===== src/design/mtd_pkg.sv =====
// Shared types and constants for the Manchester edge timing decoder.
`timescale 1ns / 1ps

package mtd_pkg;

  localparam int unsigned TickW     = 16;
  localparam int unsigned HalfBitW  = 15;
  localparam int unsigned PreambleW = 8;
  localparam int unsigned ByteW     = 8;
  localparam int unsigned BitPosW   = 3;
  localparam int unsigned CfgIdxW   = 1;
  localparam int unsigned CfgDataW  = 15;

  // Twice the largest tick count and five half-bit periods both fit in 18 bits.
  localparam int unsigned CmpW = 18;

  localparam logic [HalfBitW-1:0]  HalfBitReset  = 15'd8000;
  localparam logic [PreambleW-1:0] PreambleReset = 8'd16;
  localparam logic [PreambleW-1:0] PreambleMax   = 8'd255;

  localparam logic [CfgIdxW-1:0] CfgHalfBit  = 1'd0;
  localparam logic [CfgIdxW-1:0] CfgPreamble = 1'd1;

  typedef struct packed {
    logic [TickW-1:0] interval_ticks;
    logic             edge_rising;
  } mtd_in_t;

  typedef struct packed {
    logic [ByteW-1:0] data_byte;
    logic             last_byte;
  } mtd_out_t;

  typedef struct packed {
    logic short_hit;
    logic long_hit;
  } mtd_class_t;

  typedef struct packed {
    logic in_wait;
  } mtd_status_t;

endpackage


===== src/design/mtd_classify.sv =====
// Interval classifier: sorts an edge interval into the 1T and 2T windows.
`timescale 1ns / 1ps

module mtd_classify
  import mtd_pkg::*;
(
  input  logic [TickW-1:0]    interval_i,
  input  logic [HalfBitW-1:0] half_bit_i,
  output mtd_class_t          class_o
);

  logic [CmpW-1:0] twice_t;
  logic [CmpW-1:0] one_t;
  logic [CmpW-1:0] three_t;
  logic [CmpW-1:0] five_t;

  assign twice_t = {{(CmpW-TickW-1){1'b0}}, interval_i, 1'b0};
  assign one_t   = {{(CmpW-HalfBitW){1'b0}}, half_bit_i};
  assign three_t = one_t + {one_t[CmpW-2:0], 1'b0};
  assign five_t  = one_t + {one_t[CmpW-3:0], 2'b00};

  assign class_o.short_hit = (twice_t > one_t) && (twice_t < three_t);
  assign class_o.long_hit  = (twice_t > three_t) && (twice_t < five_t);

endmodule


===== src/design/mtd_core.sv =====
// Decoder state machine: preamble search, bit recovery and byte assembly.
`timescale 1ns / 1ps

module mtd_core
  import mtd_pkg::*;
#(
  parameter int unsigned PACKET_BYTES = 8
) (
  input  logic                 clk_i,
  input  logic                 rst_ni,
  input  logic                 step_i,
  input  logic                 edge_rising_i,
  input  mtd_class_t           class_i,
  input  logic [PreambleW-1:0] min_preamble_i,
  output logic                 res_valid_o,
  output mtd_out_t             res_o,
  output mtd_status_t          status_o
);

  localparam int unsigned BytePosW = (PACKET_BYTES > 1) ? $clog2(PACKET_BYTES) : 1;
  localparam logic [BytePosW-1:0] LastBytePos = BytePosW'(PACKET_BYTES - 1);

  typedef enum logic [1:0] {
    ModeWait,
    ModeSync,
    ModeReceive,
    ModeReceiveShort
  } mode_e;

  mode_e                mode_q, mode_d;
  logic [PreambleW-1:0] preamble_q, preamble_d;
  logic                 prev_bit_q, prev_bit_d;
  logic [BitPosW-1:0]   bit_pos_q, bit_pos_d;
  logic [BytePosW-1:0]  byte_pos_q, byte_pos_d;
  logic [ByteW-1:0]     shift_q, shift_d;

  logic             store;
  logic             store_bit;
  logic [ByteW-1:0] shift_new;
  logic             byte_done;
  logic             packet_done;

  always_comb begin
    shift_new            = shift_q;
    shift_new[bit_pos_q] = store_bit;
  end

  assign byte_done   = store && (bit_pos_q == BitPosW'(ByteW - 1));
  assign packet_done = byte_done && (byte_pos_q == LastBytePos);

  always_comb begin
    mode_d     = mode_q;
    preamble_d = preamble_q;
    prev_bit_d = prev_bit_q;
    bit_pos_d  = bit_pos_q;
    byte_pos_d = byte_pos_q;
    shift_d    = shift_q;
    store      = 1'b0;
    store_bit  = prev_bit_q;
    if (step_i) begin
      unique case (mode_q)
        ModeWait: begin
          if (!edge_rising_i) begin
            mode_d     = ModeSync;
            preamble_d = '0;
            bit_pos_d  = '0;
            byte_pos_d = '0;
            shift_d    = '0;
          end
        end
        ModeSync: begin
          if (class_i.short_hit) begin
            if (preamble_q != PreambleMax) begin
              preamble_d = preamble_q + 1'b1;
            end
          end else if (class_i.long_hit) begin
            // A long interval before enough preamble leaves everything as it was.
            if (preamble_q > min_preamble_i) begin
              mode_d     = ModeReceive;
              prev_bit_d = 1'b0;
            end
          end else begin
            mode_d = ModeWait;
          end
        end
        ModeReceive: begin
          if (class_i.short_hit) begin
            mode_d = ModeReceiveShort;
          end else if (class_i.long_hit) begin
            prev_bit_d = !prev_bit_q;
            store_bit  = !prev_bit_q;
            store      = 1'b1;
          end else begin
            mode_d = ModeWait;
          end
        end
        ModeReceiveShort: begin
          if (class_i.short_hit) begin
            mode_d = ModeReceive;
            store  = 1'b1;
          end else begin
            mode_d = ModeWait;
          end
        end
        default: mode_d = ModeWait;
      endcase

      if (store) begin
        shift_d   = shift_new;
        bit_pos_d = bit_pos_q + 1'b1;
        if (byte_done) begin
          if (packet_done) begin
            byte_pos_d = '0;
            mode_d     = ModeWait;
          end else begin
            byte_pos_d = byte_pos_q + 1'b1;
          end
        end
      end
    end
  end

  assign res_valid_o     = byte_done;
  assign res_o.data_byte = shift_new;
  assign res_o.last_byte = packet_done;
  assign status_o.in_wait = (mode_q == ModeWait);

  always_ff @(posedge clk_i or negedge rst_ni) begin
    if (!rst_ni) begin
      mode_q     <= ModeWait;
      preamble_q <= '0;
      prev_bit_q <= 1'b0;
      bit_pos_q  <= '0;
      byte_pos_q <= '0;
      shift_q    <= '0;
    end else begin
      mode_q     <= mode_d;
      preamble_q <= preamble_d;
      prev_bit_q <= prev_bit_d;
      bit_pos_q  <= bit_pos_d;
      byte_pos_q <= byte_pos_d;
      shift_q    <= shift_d;
    end
  end

endmodule


===== src/design/manchester_edge_timing_decoder.sv =====
// Top level of the Manchester edge timing decoder.
//
// Usage: each input transfer carries one edge event, the timer ticks since
// the previous edge and the edge polarity. The decoder hunts for a preamble
// of 1T intervals closed by a 2T interval, then recovers bits and assembles
// bytes LSB first. Every finished byte leaves as one output transfer, and
// the last byte of a packet of PACKET_BYTES bytes carries last_byte.
// An accepted event waits in the input register until the output can take
// its byte. Throughput: one event per cycle while bytes are taken, set by
// the single input register feeding the classifier and state machine into
// the output register. Configuration: half_bit_ticks (index 0) and
// min_preamble (index 1) are written through the write port; the user must
// write them only while the decoder is idle; the block does not check.
// Reset returns the decoder to the wait state with both registers at their
// defaults. When the receiver stalls, the output holds its byte; one more
// event can sit in the input register, after which in_ready_o drops.
`timescale 1ns / 1ps

module manchester_edge_timing_decoder
  import mtd_pkg::*;
#(
  parameter int unsigned PACKET_BYTES = 8
) (
  input  logic                clk_i,
  input  logic                rst_ni,
  input  logic                in_valid_i,
  output logic                in_ready_o,
  input  mtd_in_t             in_item_i,
  output logic                out_valid_o,
  input  logic                out_ready_i,
  output mtd_out_t            out_item_o,
  input  logic                cfg_we_i,
  input  logic [CfgIdxW-1:0]  cfg_idx_i,
  input  logic [CfgDataW-1:0] cfg_wdata_i
);

  logic [HalfBitW-1:0]  half_bit_q;
  logic [PreambleW-1:0] min_preamble_q;

  logic        s1_valid_q;
  mtd_in_t     s1_item_q;
  logic        out_valid_q;
  mtd_out_t    out_item_q;

  logic        step;
  mtd_class_t  iv_class;
  logic        res_valid;
  mtd_out_t    res;
  mtd_status_t status;

  always_ff @(posedge clk_i or negedge rst_ni) begin
    if (!rst_ni) begin
      half_bit_q     <= HalfBitReset;
      min_preamble_q <= PreambleReset;
    end else if (cfg_we_i) begin
      unique case (cfg_idx_i)
        CfgHalfBit:  half_bit_q     <= cfg_wdata_i[HalfBitW-1:0];
        CfgPreamble: min_preamble_q <= cfg_wdata_i[PreambleW-1:0];
        default: ;
      endcase
    end
  end

  // The held event is decoded once the output register can take a byte.
  assign step       = s1_valid_q && (!out_valid_q || out_ready_i);
  assign in_ready_o = !s1_valid_q || step;

  always_ff @(posedge clk_i or negedge rst_ni) begin
    if (!rst_ni) begin
      s1_valid_q <= 1'b0;
    end else if (in_ready_o) begin
      s1_valid_q <= in_valid_i;
    end
  end

  always_ff @(posedge clk_i) begin
    if (in_ready_o && in_valid_i) begin
      s1_item_q <= in_item_i;
    end
  end

  mtd_classify u_classify (
    .interval_i (s1_item_q.interval_ticks),
    .half_bit_i (half_bit_q),
    .class_o    (iv_class)
  );

  mtd_core #(
    .PACKET_BYTES (PACKET_BYTES)
  ) u_core (
    .clk_i          (clk_i),
    .rst_ni         (rst_ni),
    .step_i         (step),
    .edge_rising_i  (s1_item_q.edge_rising),
    .class_i        (iv_class),
    .min_preamble_i (min_preamble_q),
    .res_valid_o    (res_valid),
    .res_o          (res),
    .status_o       (status)
  );

  always_ff @(posedge clk_i or negedge rst_ni) begin
    if (!rst_ni) begin
      out_valid_q <= 1'b0;
    end else if (step && res_valid) begin
      out_valid_q <= 1'b1;
    end else if (out_ready_i) begin
      out_valid_q <= 1'b0;
    end
  end

  always_ff @(posedge clk_i) begin
    if (step && res_valid) begin
      out_item_q <= res;
    end
  end

  assign out_valid_o = out_valid_q;
  assign out_item_o  = out_item_q;

  // The closing byte of a packet sends the decoder back to the wait state.
  a_last_to_wait: assert property (@(posedge clk_i) disable iff (!rst_ni)
    (step && res_valid && res.last_byte) |=> status.in_wait)
    else $error("decoder did not return to wait after the last byte");

  // Input back-pressure only comes from a held event behind a stalled output.
  a_ready_cause: assert property (@(posedge clk_i) disable iff (!rst_ni)
    !in_ready_o |-> (s1_valid_q && out_valid_q && !out_ready_i))
    else $error("input stalled without a blocked output");

  // A new byte appears only from a decode step that produced one.
  a_out_source: assert property (@(posedge clk_i) disable iff (!rst_ni)
    $rose(out_valid_q) |-> $past(step && res_valid))
    else $error("output became valid without a decoded byte");

endmodule


===== config.mk =====
export PLATFORM = sky130hd
export DESIGN_NAME = manchester_edge_timing_decoder
export DESIGN_NICKNAME = d
export VERILOG_FILES = /design/src/design/mtd_pkg.sv /design/src/design/mtd_classify.sv /design/src/design/mtd_core.sv /design/src/design/manchester_edge_timing_decoder.sv
export SDC_FILE = /design/constraint.sdc
export NUM_CORES = 1
export LEC_CHECK = 0
export BUFFER_PORTS_ARGS = -buffer_cell sky130_fd_sc_hd__buf_2
export CORE_MARGIN = 4
export CORE_UTILIZATION = 50
export DETAILED_ROUTE_END_ITERATION = 7
export GPL_ROUTABILITY_DRIVEN = 0
export HOLD_SLACK_MARGIN = 0.12
export PLACE_DENSITY = 0.69
export SETUP_SLACK_MARGIN = 0.02
export SYNTH_ARGS = -nofsm -noshare
export SYNTH_HDL_FRONTEND = slang
export SYNTH_SLANG_ARGS = --single-unit

===== constraint.sdc =====
create_clock -name clk_i -period 9.3 [get_ports clk_i]
set_input_delay 1.395 -clock clk_i [delete_from_list [all_inputs] [get_ports clk_i]]
set_output_delay 1.395 -clock clk_i [all_outputs]
set_load 0.02 [all_outputs]

==> metrics.txt <==
die footprint 13500 um2; Final Hold Vio Count 0; num ports 49; Worst R2R Start half_bit_q[1]; CTS Buf Count 9; row cnt 39; critical-path maximum fanout 12; Area growth, synth to finish 11.3%; FFs w/ async S/R, synth 65.8%; DR iter-0 viols 229; Fillers 961; core box area 11400 um2; H-tree depth 3; largest net degree at the start of global routing 51; kind of critical path reg -> reg; period utilization 55.5%; minimum clock period after layout 5160 ps; drt wl/cell 17.2 um; DRC viols 0; port bufs 48; Layout Cells excl Fill 799; maximum clock frequency 194 MHz; Post-synth top cells ha_1, nand2_1, o21ai_0; Synth cell types 75; sequential fraction of the synthesis area 34.9%; Nets 778; Worst Path Arrival 5200 ps; share of layout cells above drive strength 1 15.7%; crit path capture out_item_o[4]; Worst Tran Pin Value 1220 ps; Worst slew margin 18.6%; max cap viols 0; diodes inserted 0; Seq cells post-synth 76; skew final 4.31 ps; Syn Std Cell Area 5850 um2; WP data required 9340 ps; top-area cell type share of the netlist area 18.4%; Hold Crit Class reg -> reg; Worst-Skew Late Latency 340 ps; Clock Path Buffers 2; Final Max Slew Viols 0; VDD IR max 106 uV; initial antenna violation count 0; CTS resizes 0; Leak 0.00291 uW; Synth Instances 607; clock root cell clkbuf_16; Yosys warning total 0; setup violators final 0; FF-to-FF End out_item_o[4]; Yosys top cell by area dfrtp_1; CP Capture Type register; register-to-register setup slack 4140 ps; antenna viol nets, final 0; drt pass-1 iters 4; CP Launch Point half_bit_q[1]; Via density 5.89; Total Wirelength 13700 um; dpl hpwl 10500 um; setup repair bufs after CTS 0; Post-synth EDFFs 26; die height 116 um; Fin Setup TNS 0 ps; CTS tree yes; Top FF cell, synth dfrtp_1; GRT Total Usage 22.0%; RSZ-0062 raised after global routing no; total gr overflow 0; clock transition at the registers of the reported paths 60 ps; power per standard cell area 201 nW/um2; Post-CTS Hold Fix Bufs 0; Initial Utilization 51.3%; first-pass GRT wire length 23300 um; R2R cell count 18; via count 4707; CTS Sinks 76; largest cells by area after synthesis dfrtp_1, ha_1, edfxtp_1, o21ai_0, nand2_1; vias in the first global route 4814; outcome finished clean; syn avg cell area 9.64 um2; CP Launch Type register; Die X 116 um; Synth Net Count 734; most numerous cell in the Yosys netlist ha_1; placed cell count 783; final total power 1310 uW
[layout by cell type, fill, tap and decap left out, drive strengths merged, types with 6 or more instances in the layout]
cell,instances
o21ai,54
buf,49
a21o,11
nor2b,9
dfstp,7
nor2,36
xor2,15
a221o,7
a211oi,7
nand2,53
nand2b,6
nand4,19
nand3,23
ha,86
mux2,9
xnor2,17
clkbuf,11
and2,8
a21oi,41
dfrtp,43
inv,39
edfxtp,26
[stage by stage]
step                hold WS [ps]  util (%)  setup slack, ps  area (um2)
floorplan                    459         -             4830        5850
global placement             474      54.3             4280        6200
detailed placement           492      54.3             4170        6200
CTS                          506      57.1             4130        6520
global route                 523      57.1             3550        6520
finish                       499      57.1             4140        6520
[state kept, by name, summed over array words and instances (netlist names)]
name,flops
u_core.prev_bit_q,1
min_preamble_q,8
out_item_o,9
half_bit_q,15
u_core.byte_pos_q,3
u_core.shift_q,8
s1_item_q,17
u_core.mode_q,2
u_core.bit_pos_q,3
u_core.preamble_q,8
s1_valid_q,1
out_valid_o,1
[logic make-up after synthesis]
group,count (synthesis),synth area share (%)
AND/OR/NAND/NOR,180,15.9
AO/OA/AOI/OAI,165,19.1
adder cells (fa/ha/maj),89,19.4
flip-flops,76,34.9
buffers and inverters,55,3.98
XOR/XNOR,32,4.79
multiplexers,10,1.90
[worst max-delay path, cell delays in order, from the launching register on]
cell,delay [ps]
dfrtp_1,480
ha_1,250
fa_1,410
a21o_1,170
a21oi_1,220
o21bai_1,110
a31oi_1,270
o211ai_1,170
a31oi_1,180
o21ai_0,110
xnor2_1,150
ha_1,350
nand3_2,110
nor4_2,320
o31ai_1,180
a2111oi_2,320
o31a_1,440
or2_1,330
and2_4,300
[worst min path at each step]
stage,end,depth (start not counted),from
after floorplan,u_core.shift_q[6],1,u_core.shift_q[6]
after global placement,u_core.shift_q[6],1,u_core.shift_q[6]
after detailed placement,u_core.shift_q[6],1,u_core.shift_q[6]
after CTS,u_core.shift_q[6],1,u_core.shift_q[6]
after global routing,min_preamble_q[3],1,min_preamble_q[3]
final,u_core.shift_q[6],1,u_core.shift_q[6]
[final cells by class]
class / instances / area, um2 / share of cell area [%]
clock buffers: 11 / 243 / 3.73
clock inverters: 5 / 76.3 / 1.17
inverters: 39 / 146 / 2.25
multi-input cells: 476 / 3580 / 55.0
flip-flops and latches: 76 / 2040 / 31.3
well taps: 143 / 179 / 2.75
repair buffers: 49 / 248 / 3.80
[power by group]
| group | switching, uW | internal (uW) | leakage, uW |
|---|---|---|---|
| Sequential | 55.7 | 380 | 0.000880 |
| Combinational | 283 | 213 | 0.00187 |
| Clock | 138 | 241 | 0.000153 |
[metal layers]
metal  track usage, %  part of all wire [%]  vias to the layer above
li1                 -                     -                     2332
met1             28.8                    45                     2260
met2             37.6                    49                       94
met3             2.59                   3.6                       21
met4             8.28                   2.1                        0
met5                0                     0                        -
Power figures use the tool's default switching activity.
